**config.mk**
```make
export PLATFORM = sky130hd
export DESIGN_NAME = lsd_front
export DESIGN_NICKNAME = d
export VERILOG_FILES = /design/src/lsd_pkg.sv /design/src/lsd_front.sv
export SDC_FILE = /design/constraint.sdc
export NUM_CORES = 1
export LEC_CHECK = 0
export ABC_AREA = 1
export ABC_CLOCK_PERIOD_IN_PS = 2900
export BUFFER_PORTS_ARGS = -buffer_cell sky130_fd_sc_hd__buf_2
export CORE_ASPECT_RATIO = 1.5
export CORE_MARGIN = 1.5
export CORE_UTILIZATION = 57
export DETAILED_ROUTE_END_ITERATION = 16
export HOLD_SLACK_MARGIN = 0.15
export PLACE_DENSITY = 0.81
export SLEW_MARGIN = 25
export SYNTH_ARGS = -nofsm -noshare
export SYNTH_HDL_FRONTEND = slang
export SYNTH_SLANG_ARGS = --single-unit
```
**constraint.sdc**
```tcl
create_clock -name clk -period 2.9 [get_ports clk]
set_clock_uncertainty 0.15 [all_clocks]
set_input_delay 0.145 -clock clk [delete_from_list [all_inputs] [get_ports clk]]
set_output_delay 0.145 -clock clk [all_outputs]
set_load 0.01 [all_outputs]
```
**src/lsd_pkg.sv**
```systemverilog
// Package for the decimal LSD radix sorter: widths, constants, digit helpers.
// No dependencies.
package lsd_pkg;

    localparam int VAL_W      = 30;
    localparam int DIG_W      = 4;
    localparam int MAX_ITEMS  = 64;
    localparam int RADIX      = 10;
    localparam int DIG_MAX    = 9;
    localparam logic [DIG_W-1:0] NUM_DIGITS_RST = 4'd3;

    typedef struct packed {
        logic [VAL_W-1:0] value;
        logic             last;
    } item_t;

    function automatic logic [VAL_W-1:0] pow_ten(input logic [DIG_W-1:0] p);
        logic [VAL_W-1:0] r;
        begin
            case (p)
                4'd0: r = 30'd1;
                4'd1: r = 30'd10;
                4'd2: r = 30'd100;
                4'd3: r = 30'd1000;
                4'd4: r = 30'd10000;
                4'd5: r = 30'd100000;
                4'd6: r = 30'd1000000;
                4'd7: r = 30'd10000000;
                4'd8: r = 30'd100000000;
                4'd9: r = 30'd1000000000;
                default: r = 30'd1;
            endcase
            return r;
        end
    endfunction

    function automatic logic [DIG_W-1:0] eff_digits(input logic [DIG_W-1:0] d);
        logic [DIG_W-1:0] r;
        begin
            r = d;
            if (d == 4'd0)
                r = 4'd1;
            else if (d > DIG_W'(DIG_MAX))
                r = DIG_W'(DIG_MAX);
            return r;
        end
    endfunction

endpackage

```
**src/lsd_front.sv**
```systemverilog
// Front end: accepts items, clamps values, pushes them into a small queue.
// Depends on lsd_pkg.
module lsd_front
(
    input  logic                         clk,
    input  logic                         rst_n,
    input  logic                         start,
    input  logic [lsd_pkg::VAL_W-1:0]    value,
    input  logic                         last_item,
    input  logic [lsd_pkg::DIG_W-1:0]    num_digits,
    output logic                         busy,
    output logic                         q_valid,
    output lsd_pkg::item_t               q_item,
    input  logic                         q_pop
);

    localparam int QD = 2;

    lsd_pkg::item_t   q_reg [QD];
    logic [1:0]       cnt_reg, cnt_next;
    logic             wp_reg, rp_reg;
    logic             push;
    logic             closed_reg, closed_next;
    logic [lsd_pkg::VAL_W-1:0] maxv, clamped;

    assign maxv    = lsd_pkg::pow_ten(lsd_pkg::eff_digits(num_digits)) - 30'd1;
    assign clamped = (value > maxv) ? maxv : value;

    // after the closing beat, hold off until the back end pops it; also hold off while the queue is full
    assign busy    = closed_reg || (cnt_reg == 2'(QD));
    assign push    = start && !busy;
    assign q_valid = (cnt_reg != 2'd0);
    assign q_item  = q_reg[rp_reg];

    always_comb
    begin
        cnt_next = cnt_reg + 2'(push) - 2'(q_pop);
        closed_next = closed_reg;
        if (push && last_item)
            closed_next = 1'b1;
        else if (q_pop && q_item.last)
            closed_next = 1'b0;
    end

    always_ff @(posedge clk or negedge rst_n)
    begin
        if (!rst_n)
        begin
            cnt_reg    <= '0;
            wp_reg     <= 1'b0;
            rp_reg     <= 1'b0;
            closed_reg <= 1'b0;
        end
        else
        begin
            cnt_reg    <= cnt_next;
            closed_reg <= closed_next;
            if (push)
                wp_reg <= !wp_reg;
            if (q_pop)
                rp_reg <= !rp_reg;
        end
    end

    always_ff @(posedge clk)
    begin
        if (push)
            q_reg[wp_reg] <= '{value: clamped, last: last_item};
    end

endmodule

```
==> out/metrics.yaml <==
grt_pass1_vias: 4183
hp-class: "in2reg"
clockPowerShare_pct: 18.9
p_leak_nw: 3.11
violations: "setup timing"
net-switching-power_mw: 1.61
slew_violations: 0
wl_per_cell_um: 19.7
rows: 38
grtUsageTotal_pct: 31.0
wl_um: 15400
gp_congestion: 0.884
dr.pass1.iters: 9
clock-sinks: 67
dieArea_um2: 7900
antenna_found_initial: 0
yosys.area_share.simple_pct: 30.1
sw_frac_of_total_pct: 39.5
setup_tns_ns: -15.13
slew_headroom_pct: 52.8
tightest_slew_ns: 0.708
min_period_over_period_pct: 111
diodes: 0
grt_overflow: 0
grt_pass1_wl_um: 18500
dp_hpwl_um: 7520
async_flop_share_pct: 7.46
initial_core_util_pct: 58.5
grt_setup_unrepaired: "true"
cp.buffers_inverters: 6
post-route-util_pct: 87.8
dr.first_iter.drc_count: 479
p_per_area_nw_per_um2: 648
crit_family: "simple AND/OR/NAND/NOR gates"
nets: 757
yosys-mux-area-fraction_pct: 0
drv_cap: 0
hold_viol: 0
critPathMostFrequentCell: "nand2_1"
final.min_clock_period_ns: 3.22
syn_nets: 589
remaining_drc_errors: 0
design.core.area_um2: 7180
io_pins: 72
endpoint_kind: "flop"
grt_max_degree: 33
clk_path_buf_depth: 2
synth_cell_types: 28
synth_top_family_by_area: "simple AND/OR/NAND/NOR gates"
path_depth: 25
seqPwrFrac_pct: 34.8
final_cell_mix: "nand2_1 (175), buf_2 (68), edfxtp_1 (62)"
clk_latency_ns: 0.35
vias: 4658
synth_xor_area_share_pct: 1.88
numCtsBuffers: 9
status: "finished, violations left"
syn-cell-area_um2: 4200
yosys_warnings: 0
synth_ff_type: "edfxtp_1"
slowest_stage: "ha_4"
cts-root-buf: "clkbuf_8"
vias_per_cell: 5.93
largest_register_ffs: 62
cp.arrival_ns: 3.14
pwr-share-comb_pct: 46.3
max_freq_ghz: 0.311
clk_pin_slew_ns: 0.07
ir_worst_vdd_mv: 0.599
die_w_um: 73.1
yosys.area_share.adder_pct: 11.3
path_class: "in2reg"
synth_edf_count: 62
fin_ws_ns: -0.316
synth.avg_cell_area_um2: 8.20
htreeDepth: 3
layout-drive-gt1-share_pct: 39.9
syn_inst: 512
synth_seq_cells: 67
finalSetupViolCount: 60
syn_to_final_growth_pct: 50.2
final_common_cell: "nand2_1"
hold_ws_ns: 0.354
place_ws_ns: -0.469
cts_tree: "built"
die_y_um: 108
power.total_mw: 4.09
hold_path_depth: 5
reg2regPathDepth: 4
synth_seq_area_share_pct: 47.3
ant_nets: 0
synth_compound_area_share_pct: 2.24
required_ns: 2.83
start_kind: "input port"
cp_max_fo: 8
internal_power_mw: 2.47
port_buffers: 71
worst_path_largest_cell_delay_ns: 0.27
==> layer usage <==
metal	global-route usage [%]	wire length (um)	up-vias
li1	-	-	1978
met2	55.6	7630	408
met5	0	0	-
met3	6.24	1390	128
met4	20.5	1230	0
met1	31.6	5180	2144
==> power by group through the flow <==
| stage | clock (mW) | sequential [mW] | combinational [mW] |
|---|---|---|---|
| 6_report | 0.770 | 1.42 | 1.89 |
| 2_1_floorplan | 0 | 1.42 | 0.933 |
| 5_1_grt | 0.803 | 1.44 | 2.02 |
| 4_1_cts | 0.747 | 1.41 | 1.62 |
| 3_5_place_dp | 0 | 1.43 | 1.51 |
| 3_3_place_gp | 0 | 1.42 | 1.46 |
==> worst paths after layout <==
kind,start,to,slack (ns)
max,num_digits[1],q_reg[0][18],-0.32
min reg2reg,closed_reg,closed_reg,0.36
max in group asynchronous,rst_n,cnt_reg[0],1.85
min,num_digits[3],q_reg[0][25],0.35
max reg2reg,cnt_reg[1],q_reg[1][6],0.89
min in group asynchronous,rst_n,closed_reg,0.56
==> area by class of cell <==
class	count	area (um2)
multi-input cells	377	2480
flip-flops and latches	67	1990
repair buffers	169	1300
fillers	312	876
inverters	56	215
clock buffers	11	141
well taps	100	125
clock inverters	5	53.8
==> worst reg2reg max path, cell delays in order (launching register included) <==
cell and delay [ns]:
dfrtp_1 0.40, nand2_1 0.09, nand3_1 0.19, nor2_2 0.61, buf_12 0.26
==> per-stage QoR <==
step | std cells | cell area, um2
after detailed placement | 722 | 5130
after CTS | 779 | 5870
after global routing | 785 | 6300
final | 785 | 6300
after global placement | 722 | 5130
after floorplan | 512 | 4290
==> cells by family after synthesis <==
group,count (synthesis)
AO/OA/AOI/OAI,17
XOR/XNOR,9
adder cells (fa/ha/maj),38
buffers and inverters,71
flip-flops,67
AND/OR/NAND/NOR,310
==> repair_timing <==
action / CTS / global route
setup buffers: 3 / 4
setup endpoints to repair: 60 / 60
hold buffers: 35 / 0
pin swaps: 16 / 41
hold endpoints to repair: 71 / 0
resized for setup: 29 / 104
cloned: 3 / 2
==> cell usage after synthesis, drive strengths merged (2+ instances only) <==
cell type,n,area share (%)
edfxtp,62,44
xnor2,2,0.42
xor2,7,1.5
dfrtp,5,3.0
a21o,2,0.36
inv,56,5.0
nor3,2,0.24
nand3,34,4.2
a21oi,9,1.1
o21ai,6,0.80
ha,38,11
nand2,238,22
clkbuf,9,0.80
buf,6,1.3
nor2,30,3.0
nand4,2,0.30
Power figures use the tool's default switching activity.
